<file path="src/hw/rtl/sfs_pkg.sv">
// sfs_pkg: shared types, codes and the control store of the sprite frame sequencer
// no dependencies; used by sfs_div, sfs_seq and sprite_frame_sequencer

package sfs_pkg;

  // input op codes
  localparam logic [1:0] OpTick  = 2'd0;
  localparam logic [1:0] OpPlay  = 2'd1;
  localparam logic [1:0] OpReset = 2'd2;

  // register indexes
  localparam logic [2:0] RegSheetMode  = 3'd0;
  localparam logic [2:0] RegFrameCount = 3'd1;
  localparam logic [2:0] RegColumns    = 3'd2;
  localparam logic [2:0] RegRows       = 3'd3;
  localparam logic [2:0] RegDuration   = 3'd4;
  localparam logic [2:0] RegLoop       = 3'd5;
  localparam logic [2:0] RegWidth      = 3'd6;
  localparam logic [2:0] RegHeight     = 3'd7;

  // sheet modes, also the offset into the dispatch table
  localparam logic [1:0] ModeSingle   = 2'd0;
  localparam logic [1:0] ModeMulti    = 2'd1;
  localparam logic [1:0] ModeSeparate = 2'd2;

  localparam int NumW   = 24;
  localparam int DenW   = 16;
  localparam int PairsW = 4;
  localparam int StepW  = 5;

  typedef logic [StepW-1:0] step_t;

  localparam step_t StepIdle     = 5'd0;
  localparam step_t StepDispatch = 5'd6;
  localparam step_t StepSingle   = 5'd9;
  localparam step_t StepMulti    = 5'd13;
  localparam step_t StepOut      = 5'd22;

  typedef enum logic [2:0] {
    C_NEXT, C_GOTO, C_WAIT_IN, C_WAIT_DIV, C_WAIT_OUT, C_MODE
  } cond_t;

  typedef enum logic [3:0] {
    A_NONE, A_ACCEPT, A_UPDATE, A_FRAME, A_FW, A_FH, A_ROWCOL, A_SX, A_SY, A_OUT
  } act_t;

  typedef enum logic [2:0] {
    M_NONE, M_TIME, M_SINGLE, M_COL, M_ROW
  } mul_t;

  typedef enum logic [2:0] {
    D_NONE, D_TIME, D_WF, D_WC, D_HR, D_FC
  } dsel_t;

  typedef struct packed {
    act_t  act;
    mul_t  mul_op;
    dsel_t div_op;
    cond_t cond;
    step_t target;
  } uword_t;

  typedef struct packed {
    logic       in_valid;
    logic       div_busy;
    logic       out_stall;
    logic [1:0] mode_sel;
  } seq_stat_t;

  typedef struct packed {
    logic  fire;
    act_t  act;
    mul_t  mul_op;
    dsel_t div_op;
  } seq_ctrl_t;

  typedef struct packed {
    logic              go;
    logic [PairsW-1:0] pairs;
  } div_req_t;

  // control store
  function automatic uword_t ucode(input step_t pc);
    uword_t w;
    w = '{act: A_NONE, mul_op: M_NONE, div_op: D_NONE, cond: C_NEXT, target: StepIdle};
    case (pc)
      5'd0: begin
        w.act  = A_ACCEPT;
        w.cond = C_WAIT_IN;
      end
      5'd1: w.act = A_UPDATE;
      5'd2: w.mul_op = M_TIME;
      5'd3: w.div_op = D_TIME;
      5'd4: begin
        w.act  = A_FRAME;
        w.cond = C_WAIT_DIV;
      end
      5'd5: begin
        w.cond   = C_MODE;
        w.target = StepDispatch;
      end
      5'd6: begin
        w.cond   = C_GOTO;
        w.target = StepSingle;
      end
      5'd7: begin
        w.cond   = C_GOTO;
        w.target = StepMulti;
      end
      5'd8: begin
        w.cond   = C_GOTO;
        w.target = StepOut;
      end
      // single-row sheet
      5'd9: w.div_op = D_WF;
      5'd10: begin
        w.act  = A_FW;
        w.cond = C_WAIT_DIV;
      end
      5'd11: w.mul_op = M_SINGLE;
      5'd12: begin
        w.act    = A_SX;
        w.cond   = C_GOTO;
        w.target = StepOut;
      end
      // multi-row sheet
      5'd13: w.div_op = D_WC;
      5'd14: begin
        w.act  = A_FW;
        w.cond = C_WAIT_DIV;
      end
      5'd15: w.div_op = D_HR;
      5'd16: begin
        w.act  = A_FH;
        w.cond = C_WAIT_DIV;
      end
      5'd17: w.div_op = D_FC;
      5'd18: begin
        w.act  = A_ROWCOL;
        w.cond = C_WAIT_DIV;
      end
      5'd19: w.mul_op = M_COL;
      5'd20: begin
        w.mul_op = M_ROW;
        w.act    = A_SX;
      end
      5'd21: w.act = A_SY;
      5'd22: begin
        w.act    = A_OUT;
        w.cond   = C_WAIT_OUT;
        w.target = StepIdle;
      end
      default: begin
        w.cond   = C_GOTO;
        w.target = StepIdle;
      end
    endcase
    return w;
  endfunction

endpackage

</file>
<file path="src/hw/rtl/sfs_div.sv">
// sfs_div: restoring divider, two quotient bits per cycle, left-aligned numerator
// depends on sfs_pkg

module sfs_div (
  input  logic                        clk,
  input  logic                        rst_n,
  input  sfs_pkg::div_req_t           req,
  input  logic [sfs_pkg::NumW-1:0]    num,
  input  logic [sfs_pkg::DenW-1:0]    den,
  output logic                        busy,
  output logic [sfs_pkg::NumW-1:0]    quo,
  output logic [sfs_pkg::DenW-1:0]    rem
);

  logic                          busy_r;
  logic [sfs_pkg::PairsW-1:0]    cnt_r;
  logic [sfs_pkg::NumW-1:0]      n_r;
  logic [sfs_pkg::NumW-1:0]      q_r;
  logic [sfs_pkg::DenW-1:0]      r_r;
  logic [sfs_pkg::DenW-1:0]      d_r;

  logic [sfs_pkg::DenW:0]        t1, t2;
  logic                          ge1, ge2;
  logic [sfs_pkg::DenW-1:0]      r1, r2;

  always_comb begin
    t1  = {r_r, n_r[sfs_pkg::NumW-1]};
    ge1 = t1 >= {1'b0, d_r};
    r1  = ge1 ? sfs_pkg::DenW'(t1 - {1'b0, d_r}) : t1[sfs_pkg::DenW-1:0];
    t2  = {r1, n_r[sfs_pkg::NumW-2]};
    ge2 = t2 >= {1'b0, d_r};
    r2  = ge2 ? sfs_pkg::DenW'(t2 - {1'b0, d_r}) : t2[sfs_pkg::DenW-1:0];
  end

  always_ff @(posedge clk) begin
    if (!rst_n) begin
      busy_r <= 1'b0;
      cnt_r  <= '0;
    end else if (req.go) begin
      busy_r <= req.pairs != '0;
      cnt_r  <= req.pairs;
    end else if (busy_r) begin
      cnt_r  <= cnt_r - sfs_pkg::PairsW'(1);
      busy_r <= cnt_r != sfs_pkg::PairsW'(1);
    end
  end

  always_ff @(posedge clk) begin
    if (req.go) begin
      n_r <= num;
      d_r <= den;
      r_r <= '0;
      q_r <= '0;
    end else if (busy_r) begin
      n_r <= {n_r[sfs_pkg::NumW-3:0], 2'b00};
      r_r <= r2;
      q_r <= {q_r[sfs_pkg::NumW-3:0], ge1, ge2};
    end
  end

  assign busy = busy_r;
  assign quo  = q_r;
  assign rem  = r_r;

endmodule

</file>
<file path="src/hw/rtl/sfs_seq.sv">
// sfs_seq: step counter, control store lookup and jump logic
// depends on sfs_pkg

module sfs_seq (
  input  logic                clk,
  input  logic                rst_n,
  input  sfs_pkg::seq_stat_t  stat,
  output sfs_pkg::seq_ctrl_t  ctrl
);

  sfs_pkg::step_t  pc_r, pc_nxt;
  sfs_pkg::uword_t uw;
  logic            stall;

  assign uw = sfs_pkg::ucode(pc_r);

  always_ff @(posedge clk) begin
    if (!rst_n) begin
      pc_r <= sfs_pkg::StepIdle;
    end else begin
      pc_r <= pc_nxt;
    end
  end

  always_comb begin
    stall  = 1'b0;
    pc_nxt = pc_r + sfs_pkg::step_t'(1);
    case (uw.cond)
      sfs_pkg::C_NEXT: pc_nxt = pc_r + sfs_pkg::step_t'(1);
      sfs_pkg::C_GOTO: pc_nxt = uw.target;
      sfs_pkg::C_WAIT_IN: begin
        stall  = !stat.in_valid;
        pc_nxt = stall ? pc_r : pc_r + sfs_pkg::step_t'(1);
      end
      sfs_pkg::C_WAIT_DIV: begin
        stall  = stat.div_busy;
        pc_nxt = stall ? pc_r : pc_r + sfs_pkg::step_t'(1);
      end
      sfs_pkg::C_WAIT_OUT: begin
        stall  = stat.out_stall;
        pc_nxt = stall ? pc_r : uw.target;
      end
      sfs_pkg::C_MODE: pc_nxt = uw.target + sfs_pkg::step_t'(stat.mode_sel);
      default: pc_nxt = sfs_pkg::StepIdle;
    endcase
    ctrl.fire   = !stall;
    ctrl.act    = uw.act;
    ctrl.mul_op = uw.mul_op;
    ctrl.div_op = uw.div_op;
  end

endmodule

</file>
<file path="src/hw/rtl/sprite_frame_sequencer.sv">
// sprite_frame_sequencer: register file, datapath and channel logic of the block
// depends on sfs_pkg, sfs_seq and sfs_div
//
// Each item (tick, play or reset) updates the animation time, the ended flag or
// both, and returns the current frame as an image index and a source rectangle.
// One item is in work at a time; the next item can be taken in the cycle after
// the last result is registered. Items wait on the shared divider, which yields
// two quotient bits a cycle, for the frame number, a frame size and the row and
// column. A finished result sits in the output register while the next item is
// taken. Configuration writes are accepted at any time but belong in idle periods.

module sprite_frame_sequencer (
  input  logic        clk,
  input  logic        rst_n,
  input  logic        in_tvalid,
  output logic        in_tready,
  input  logic [15:0] in_tdata,   // delta
  input  logic [1:0]  in_tuser,   // op
  output logic        out_tvalid,
  input  logic        out_tready,
  // image_index[7:0], src_x[19:8], src_y[31:20], rect_width[44:32],
  // rect_height[57:45], ended[58], zero[63:59]
  output logic [63:0] out_tdata,
  input  logic        cfg_valid,
  output logic        cfg_ready,
  input  logic [2:0]  cfg_index,
  input  logic [15:0] cfg_data
);

  // configuration
  logic [1:0]  mode_r;
  logic [8:0]  fcount_r, cols_cfg_r, rows_cfg_r;
  logic [15:0] dur_cfg_r;
  logic        loop_r;
  logic [12:0] w_cfg_r, h_cfg_r;

  // state and working registers
  logic [15:0] elapsed_r;
  logic        ended_r;
  logic [1:0]  op_r;
  logic [15:0] delta_r;
  logic [24:0] prod_r;
  logic [7:0]  frame_r, row_r, col_r;
  logic [12:0] fw_r, fh_r;
  logic [11:0] sx_r, sy_r;
  logic        out_valid_r;
  logic [63:0] out_data_r;

  logic [8:0]  frames, cols, rows, fmax;
  logic [15:0] dur;
  logic [12:0] w, h;
  logic [1:0]  mode_sel;

  logic [15:0] t0, d0, tick_time;
  logic [16:0] tsum;
  logic        wrap;

  logic [15:0] mul_a;
  logic [8:0]  mul_b;
  logic [11:0] prod_sat;

  sfs_pkg::div_req_t           dreq;
  logic [sfs_pkg::NumW-1:0]    dnum, dquo;
  logic [sfs_pkg::DenW-1:0]    dden, drem;
  logic                        dbusy;

  sfs_pkg::seq_stat_t stat;
  sfs_pkg::seq_ctrl_t ctrl;

  logic [7:0]  o_idx;
  logic [11:0] o_sx, o_sy;
  logic [12:0] o_rw, o_rh;

  // register limits
  always_comb begin
    frames = (fcount_r == '0) ? 9'd1 : ((fcount_r > 9'd256) ? 9'd256 : fcount_r);
    cols   = (cols_cfg_r == '0) ? 9'd1 : ((cols_cfg_r > 9'd256) ? 9'd256 : cols_cfg_r);
    rows   = (rows_cfg_r == '0) ? 9'd1 : ((rows_cfg_r > 9'd256) ? 9'd256 : rows_cfg_r);
    dur    = (dur_cfg_r == '0) ? 16'd1 : dur_cfg_r;
    w      = (w_cfg_r == '0) ? 13'd1 : ((w_cfg_r > 13'd4096) ? 13'd4096 : w_cfg_r);
    h      = (h_cfg_r == '0) ? 13'd1 : ((h_cfg_r > 13'd4096) ? 13'd4096 : h_cfg_r);
    fmax   = frames - 9'd1;
    mode_sel = (mode_r == sfs_pkg::ModeMulti || mode_r == sfs_pkg::ModeSeparate) ?
               mode_r : sfs_pkg::ModeSingle;
  end

  // tick time update
  always_comb begin
    t0   = (elapsed_r > dur) ? dur : elapsed_r;
    d0   = (delta_r > dur) ? dur : delta_r;
    tsum = {1'b0, t0} + {1'b0, d0};
    wrap = tsum >= {1'b0, dur};
    if (!wrap) begin
      tick_time = tsum[15:0];
    end else if (loop_r) begin
      tick_time = 16'(tsum - {1'b0, dur});
    end else begin
      tick_time = dur;
    end
  end

  // multiplier operands
  always_comb begin
    mul_a = elapsed_r;
    mul_b = frames;
    case (ctrl.mul_op)
      sfs_pkg::M_TIME: begin
        mul_a = elapsed_r;
        mul_b = frames;
      end
      sfs_pkg::M_SINGLE: begin
        mul_a = {3'b0, fw_r};
        mul_b = {1'b0, frame_r};
      end
      sfs_pkg::M_COL: begin
        mul_a = {3'b0, fw_r};
        mul_b = {1'b0, col_r};
      end
      sfs_pkg::M_ROW: begin
        mul_a = {3'b0, fh_r};
        mul_b = {1'b0, row_r};
      end
      default: begin
        mul_a = elapsed_r;
        mul_b = frames;
      end
    endcase
  end

  assign prod_sat = (prod_r > 25'd4095) ? 12'hFFF : prod_r[11:0];

  // divider operands
  always_comb begin
    dnum       = '0;
    dden       = dur;
    dreq.pairs = '0;
    case (ctrl.div_op)
      sfs_pkg::D_TIME: begin
        dnum       = prod_r[sfs_pkg::NumW-1:0];
        dden       = dur;
        dreq.pairs = 4'd12;
      end
      sfs_pkg::D_WF: begin
        dnum       = {1'b0, w, 10'b0};
        dden       = {7'b0, frames};
        dreq.pairs = 4'd7;
      end
      sfs_pkg::D_WC: begin
        dnum       = {1'b0, w, 10'b0};
        dden       = {7'b0, cols};
        dreq.pairs = 4'd7;
      end
      sfs_pkg::D_HR: begin
        dnum       = {1'b0, h, 10'b0};
        dden       = {7'b0, rows};
        dreq.pairs = 4'd7;
      end
      sfs_pkg::D_FC: begin
        dnum       = {frame_r, 16'b0};
        dden       = {7'b0, cols};
        dreq.pairs = 4'd4;
      end
      default: begin
        dnum       = '0;
        dden       = dur;
        dreq.pairs = '0;
      end
    endcase
    dreq.go = ctrl.fire && (ctrl.div_op != sfs_pkg::D_NONE);
  end

  sfs_div u_div (
    .clk   (clk),
    .rst_n (rst_n),
    .req   (dreq),
    .num   (dnum),
    .den   (dden),
    .busy  (dbusy),
    .quo   (dquo),
    .rem   (drem)
  );

  assign stat.in_valid  = in_tvalid;
  assign stat.div_busy  = dbusy;
  assign stat.out_stall = out_valid_r && !out_tready;
  assign stat.mode_sel  = mode_sel;

  sfs_seq u_seq (
    .clk   (clk),
    .rst_n (rst_n),
    .stat  (stat),
    .ctrl  (ctrl)
  );

  // result fields
  always_comb begin
    o_idx = (mode_sel == sfs_pkg::ModeSeparate) ? frame_r : 8'd0;
    o_sx  = (mode_sel == sfs_pkg::ModeSeparate) ? 12'd0 : sx_r;
    o_sy  = (mode_sel == sfs_pkg::ModeMulti) ? sy_r : 12'd0;
    o_rw  = (mode_sel == sfs_pkg::ModeSeparate) ? w : fw_r;
    o_rh  = (mode_sel == sfs_pkg::ModeMulti) ? fh_r : h;
  end

  // control state and configuration
  always_ff @(posedge clk) begin
    if (!rst_n) begin
      mode_r      <= sfs_pkg::ModeSingle;
      fcount_r    <= 9'd1;
      cols_cfg_r  <= 9'd1;
      rows_cfg_r  <= 9'd1;
      dur_cfg_r   <= 16'd1;
      loop_r      <= 1'b0;
      w_cfg_r     <= 13'd1;
      h_cfg_r     <= 13'd1;
      elapsed_r   <= '0;
      ended_r     <= 1'b1;
      out_valid_r <= 1'b0;
    end else begin
      if (cfg_valid) begin
        case (cfg_index)
          sfs_pkg::RegSheetMode:  mode_r     <= cfg_data[1:0];
          sfs_pkg::RegFrameCount: fcount_r   <= cfg_data[8:0];
          sfs_pkg::RegColumns:    cols_cfg_r <= cfg_data[8:0];
          sfs_pkg::RegRows:       rows_cfg_r <= cfg_data[8:0];
          sfs_pkg::RegDuration:   dur_cfg_r  <= cfg_data;
          sfs_pkg::RegLoop:       loop_r     <= cfg_data[0];
          sfs_pkg::RegWidth:      w_cfg_r    <= cfg_data[12:0];
          sfs_pkg::RegHeight:     h_cfg_r    <= cfg_data[12:0];
          default: ;
        endcase
      end
      if (ctrl.fire && ctrl.act == sfs_pkg::A_UPDATE) begin
        case (op_r)
          sfs_pkg::OpTick: begin
            elapsed_r <= tick_time;
            if (wrap && !loop_r) begin
              ended_r <= 1'b1;
            end
          end
          sfs_pkg::OpPlay: ended_r <= 1'b0;
          sfs_pkg::OpReset: begin
            elapsed_r <= '0;
            ended_r   <= 1'b1;
          end
          default: ;
        endcase
      end
      if (ctrl.fire && ctrl.act == sfs_pkg::A_OUT) begin
        out_valid_r <= 1'b1;
      end else if (out_tready) begin
        out_valid_r <= 1'b0;
      end
    end
  end

  // payload registers
  always_ff @(posedge clk) begin
    if (ctrl.fire && ctrl.mul_op != sfs_pkg::M_NONE) begin
      prod_r <= {9'b0, mul_a} * {16'b0, mul_b};
    end
    if (ctrl.fire) begin
      case (ctrl.act)
        sfs_pkg::A_ACCEPT: begin
          op_r    <= in_tuser;
          delta_r <= in_tdata;
        end
        sfs_pkg::A_FRAME: begin
          frame_r <= (dquo > {15'b0, fmax}) ? fmax[7:0] : dquo[7:0];
        end
        sfs_pkg::A_FW: fw_r <= dquo[12:0];
        sfs_pkg::A_FH: fh_r <= dquo[12:0];
        sfs_pkg::A_ROWCOL: begin
          row_r <= dquo[7:0];
          col_r <= drem[7:0];
        end
        sfs_pkg::A_SX: sx_r <= prod_sat;
        sfs_pkg::A_SY: sy_r <= prod_sat;
        sfs_pkg::A_OUT: begin
          out_data_r <= {5'b0, ended_r, o_rh, o_rw, o_sy, o_sx, o_idx};
        end
        default: ;
      endcase
    end
  end

  assign in_tready  = ctrl.act == sfs_pkg::A_ACCEPT;
  assign out_tvalid = out_valid_r;
  assign out_tdata  = out_data_r;
  assign cfg_ready  = 1'b1;

endmodule

</file>
<file path="config.mk">
export PLATFORM = sky130hd
export DESIGN_NAME = sprite_frame_sequencer
export DESIGN_NICKNAME = d
export VERILOG_FILES = /design/src/hw/rtl/sfs_pkg.sv /design/src/hw/rtl/sfs_div.sv /design/src/hw/rtl/sfs_seq.sv /design/src/hw/rtl/sprite_frame_sequencer.sv
export SDC_FILE = /design/constraint.sdc
export NUM_CORES = 1
export LEC_CHECK = 0
export BUFFER_PORTS_ARGS = -buffer_cell sky130_fd_sc_hd__buf_2
export CORE_MARGIN = 1.5
export CORE_UTILIZATION = 40
export CTS_CLUSTER_SIZE = 14
export DETAILED_ROUTE_END_ITERATION = 16
export GPL_ROUTABILITY_DRIVEN = 1
export HOLD_SLACK_MARGIN = 0.12
export MAX_ROUTING_LAYER = met4
export PLACE_DENSITY = 0.58
export SETUP_SLACK_MARGIN = 0.1
export SLEW_MARGIN = 20
export SYNTH_ARGS = -nofsm -noshare
export SYNTH_HDL_FRONTEND = slang
export SYNTH_HIERARCHICAL = 1
export SYNTH_SLANG_ARGS = --single-unit
export TNS_END_PERCENT = 100
</file>
<file path="constraint.sdc">
create_clock -name clk -period 9.1 [get_ports clk]
set_clock_uncertainty 0.1 [all_clocks]
set_input_delay 0.91 -clock clk [delete_from_list [all_inputs] [get_ports clk]]
set_output_delay 0.91 -clock clk [all_outputs]
set_load 0.01 [all_outputs]
</file>
# After elaboration in Yosys (flattened, before gate mapping)
# Cells that the tools add are included.
[word_totals] reg_bits=356
[op_classes] bitwise_logic=1 n_lt_le_gt_ge=12 n_addsub=8 n_mul=1 n_eq_ne=62 n_mux=48 reduce_logical=56
[op_table] operator="16-bit 2-to-1 mux" count=7
[op_table] operator="24-bit one-hot mux with 4 select lines" count=1
[op_table] operator="13-bit 2-to-1 mux" count=6
[op_table] operator="16-bit one-hot mux with 2 select lines" count=2
[op_table] operator="9-bit 2-to-1 mux" count=6
[op_table] operator="17-bit by 16-bit >= comparator with 1-bit output" count=3
[op_table] operator="24-bit 2-to-1 mux" count=2
[op_table] operator="16-bit one-hot mux with 3 select lines" count=1
[op_table] operator="16-bit subtractor" count=3
[op_table] operator="5-bit by 4-bit == test with 1-bit output (second input constant)" count=8
[op_table] operator="4-bit one-hot mux with 9 select lines" count=1
[op_table] operator="5-bit == test (second input constant)" count=7
[op_table] operator="2-bit AND reduction" count=17
[op_table] operator="16-bit greater-than comparator" count=2
[op_table] operator="3-bit one-hot mux with 5 select lines" count=2
[op_table] operator="5-bit one-hot mux with 6 select lines" count=1
[op_table] operator="3-bit == test (second input constant)" count=9
[op_table] operator="9-bit greater-than comparator (second input constant)" count=3
[op_table] operator="9-bit zero test" count=3
[op_table] operator="9-bit one-hot mux with 3 select lines" count=1
[op_table] operator="13-bit greater-than comparator (second input constant)" count=2
[op_table] operator="13-bit zero test" count=2
[op_table] operator="25-bit by 12-bit greater-than comparator with 1-bit output (second input constant)" count=1
[op_table] operator="16-bit by 9-bit multiplier with 25-bit output" count=1
[op_table] operator="45 further kinds" count=97

# Depth between registers and ports, before layout
[depth] depth_word=9 depth_mapped=31 ltp_nobuf=29

# By module
# Netlist, hierarchy kept.
[by_module_without_submodules] mod="sprite_frame_sequencer" area_per_inst_um2=18990.7 seq_area_each_um2=7086.8 instances=1 cells_each=2014
[by_module_without_submodules] mod="sfs_div" area_per_inst_um2=5118.7 seq_area_each_um2=2102.0 instances=1 cells_each=501
[by_module_without_submodules] mod="sfs_seq" area_per_inst_um2=948.4 seq_area_each_um2=100.1 instances=1 cells_each=128

# Worst setup path before layout
# Ideal clock, no wire load.
[synth_timing] path_kind="register -> register" start="reg u_seq.pc_r[0]" end="reg prod_r[18], data pin" path_slack_ns=2.478 setup_time_ns=0.266 arrival_time_ns=6.256 required_time_ns=8.734 period_less_slack_ns=6.622 path_stages_with_launch=27 path_cell_list="dfxtp_1 > inv_1 > ha_1 > clkbuf_1 > mux2i_1 > nor3_1 > buf_2 > nor3b_1 > nor2_1 > clkbuf_1 > a221o_1 > clkbuf_1 > nand2_1 > fa_1 > inv_1 > fa_1 > inv_1 > fa_1 > inv_1 > fa_1 > ha_1 > or2_2 > o311a_1 > o2111ai_1 > a31oi_1 > o41ai_1 > xnor2_1"
[synth_rtl] item="start, declared" line_no="sfs_seq.sv:11" text="sfs_pkg::step_t pc_r, pc_nxt;"
[synth_rtl] item="start signal, assigned" line_no="sfs_seq.sv:19" text="pc_r <= sfs_pkg::StepIdle;"
[synth_rtl] item="start signal, assigned" line_no="sfs_seq.sv:21" text="pc_r <= pc_nxt;"
[synth_rtl] item="end signal, assigned" line_no="sprite_frame_sequencer.sv:259" text="prod_r <= {9'b0, mul_a} * {16'b0, mul_b};"
[synth_rtl] item="end, declared" line_no="sprite_frame_sequencer.sv:42" text="logic [24:0] prod_r;"

==> results.py <==
metrics = {
    "route": {
        "ant_nets": 0,
        "routed_wl_um": 81200,
        "vias": 20600,
        "drc": 0,
        "drt-initial-drc-count": 1957,
        "routedWlPerCell_um": 22.6,
        "viasPerCell": 5.75,
        "firstDrtPassIters": 5,
    },
    "critical_path": {
        "crit_required_ps": 9310,
        "path_max_fanout": 32,
        "cp.arrival_ps": 7760,
        "crit_path_end_kind": "register",
        "critical_path_class": "reg -> reg",
        "crit_path_start_kind": "register",
    },
    "global_route": {
        "grt_pass1_vias": 20100,
        "grt_use_total": 0.259,
        "grt_pass1_wl_um": 123000,
        "grt_overflow": 0,
        "antenna_found_initial": 2,
        "grt_max_degree": 85,
    },
    "clocking": {
        "hold_buffers": 0,
        "clock_sinks": 356,
        "cts.repair.resized": 0,
        "clk_path_buf_depth": 3,
        "clock_tree.root_cell": "clkbuf_16",
        "post_cts_buffers": 0,
        "cts.clk_slew.worst_paths_ps": 60,
        "htreeDepth": 2,
        "cts_buffers": 43,
        "clk_latency_ps": 590,
        "cts_tree": "done",
    },
    "logic_synthesis": {
        "synth_top_cell_area_share": 0.259,
        "synth_edf_count": 216,
        "yosysWarnings": 6,
        "netlist_area_sq_um": 25100,
        "ys_seq_area_frac": 0.371,
        "synth_cells": 2643,
        "synthFlopType": "edfxtp_1",
        "synth_common_cells": "nand2_1, edfxtp_1, inv_1",
        "synth_area_per_cell_sq_um": 9.48,
        "synth_area_leaders": "edfxtp_1, dfxtp_1, fa_1",
        "ys_seq_elements": 356,
        "synth_largest_area_cell": "edfxtp_1",
        "yosysUniqueCellTypes": 97,
        "synthArstFlopShare": 0,
        "yosysMostFrequentCell": "nand2_1",
    },
    "outcome": {
        "status": "complete, no violations",
    },
    "floorplan": {
        "die_h_um": 253,
        "die_area_sq_um": 64200,
        "dieWidth_um": 253,
        "ioPinCount": 109,
        "initial_core_util": 0.405,
        "coreArea_sq_um": 61800,
        "num_rows": 91,
    },
    "sta": {
        "max_freq_ghz": 0.133,
        "rsz0062_at_grt": "false",
        "hold_viol": 0,
        "setup_violations": 0,
        "tightest_slew_ps": 1130,
        "finalSetupTns_ps": 0,
        "hold_slack_ps": 366,
        "finalCritPeriodShare": 0.829,
        "min_period_ps": 7540,
        "setup_slack_ps": 1560,
        "slew_violations": 0,
        "relSlewSlack": 0.247,
    },
    "finish": {
        "multi_input_area_sq_um": 14600,
        "n_fill_cell": 5928,
        "drive_above_1_share": 0.115,
        "regArea_sq_um": 9290,
        "fin_nets": 3022,
        "fin_util": 0.451,
        "area_growth_pct": 11.3,
        "layout.cells.non_filler": 3584,
    },
    "placed_design": {
        "numPortBuffers": 102,
        "dp_hpwl_um": 62700,
        "place_congestion": 0.945,
        "place_inst": 3506,
        "dp_slack_ps": 1630,
    },
    "power": {
        "ir_drop_uv": 388,
        "power_density_nw_per_um2": 265,
        "power.static_leakage_nw": 11.2,
    },
    "run": {
        "maxCapViolations": 0,
    },
    "hold_path": {
        "hp-class": "reg -> reg",
    },
}
==> final timing paths <==
path / slack [ps] / startpoint / depth (start not counted) / endpoint
min: 370 / cols_cfg_r[0]$_SDFFE_PN1P_ / 2 / cols_cfg_r[0]$_SDFFE_PN1P_
max: 1560 / u_seq/pc_r[0]$_SDFFE_PN0P_ / 27 / prod_r[23]$_DFFE_PP_
min reg2reg: 370 / cols_cfg_r[0]$_SDFFE_PN1P_ / 2 / cols_cfg_r[0]$_SDFFE_PN1P_
max reg2reg: 1560 / u_seq/pc_r[0]$_SDFFE_PN0P_ / 27 / prod_r[23]$_DFFE_PP_
==> cell families after synthesis <==
logic type | synth area share
multiplexers | 0.0432
adder cells (fa/ha/maj) | 0.164
XOR/XNOR | 0.0224
AO/OA/AOI/OAI | 0.170
buffers and inverters | 0.0490
other | 0.000300
AND/OR/NAND/NOR | 0.181
flip-flops | 0.371
==> cell type report <==
| type | instances | area share |
|---|---|---|
| diodes | 1 | 0.0000897 |
| clock inverters | 18 | 0.00673 |
| inverters | 187 | 0.0252 |
| repair buffers | 141 | 0.0288 |
| clock buffers | 59 | 0.0444 |
| well taps | 837 | 0.0376 |
| flip-flops and latches | 356 | 0.333 |
| multi-input cells | 1985 | 0.524 |
==> placed cells by master (no fill, tap or decap), drive strengths merged, types with 31 or more instances in the layout <==
cell type,count
nor4,35
a21oi,132
dfxtp,140
mux2,49
nand4,32
ha,162
clkbuf,59
buf,141
o21ai,97
mux2i,53
nand3,54
inv,190
nor2,173
nor2b,41
nand2b,36
a21boi,68
and2,72
a21o,31
o21a,32
nor3,40
fa,104
nand2,380
edfxtp,216
xnor2,48
and3,32
==> report_power, final <==
group	switching [mW]	internal, mW	leakage (nW)
clock	0.732	1.02	0.703
sequential	0.185	1.93	3.07
combinational	2.18	1.36	7.44
total	3.10	4.30	11.2
==> sequential cells by signal, summed over array words and instances (netlist names), 9 cells and up <==
register and flops:
cols_cfg_r 9, delta_r 16, dur_cfg_r 16, elapsed_r 16
fcount_r 9, fh_r 13, fw_r 13, h_cfg_r 13
out_tdata 59, prod_r 25, rows_cfg_r 9, sx_r 12
sy_r 12, u_div/d_r 16, u_div/n_r 24, u_div/quo 24
u_div/rem 16, w_cfg_r 13
==> worst max-delay path, cell delays in order (launching register included) <==
cell	delay (ps)
dfxtp_1	370
inv_1	110
ha_1	410
mux2i_1	140
nor3_2	150
buf_4	260
nor3b_2	80
buf_4	250
nor2_2	420
buf_4	390
nand2_1	140
nand2_1	260
nand2_1	120
fa_1	530
fa_1	510
inv_1	40
ha_1	270
inv_1	50
fa_1	580
inv_1	60
ha_1	290
a21o_1	160
a21oi_1	220
o21ai_0	230
o31ai_1	480
a31o_2	310
o21a_1	190
o311ai_0	130
==> stage by stage <==
stage | instance area (sq um) | power, mW
global route | 27900 | 7.83
global placement | 26400 | 5.56
CTS | 27900 | 7.37
finish | 27900 | 7.40
detailed placement | 26400 | 5.60
floorplan | 25100 | 4.73
==> metal layers <==
layer  GRT usage  wire length [um]  vias to the layer above
met2       0.410             37300                      794
met4      0.0799              2590                        0
met5           -                 0                        -
met3      0.0335              5390                      162
met1       0.346             35900                    10100
li1            -                 -                     9582
No activity file was read; power rests on OpenSTA's default activity.
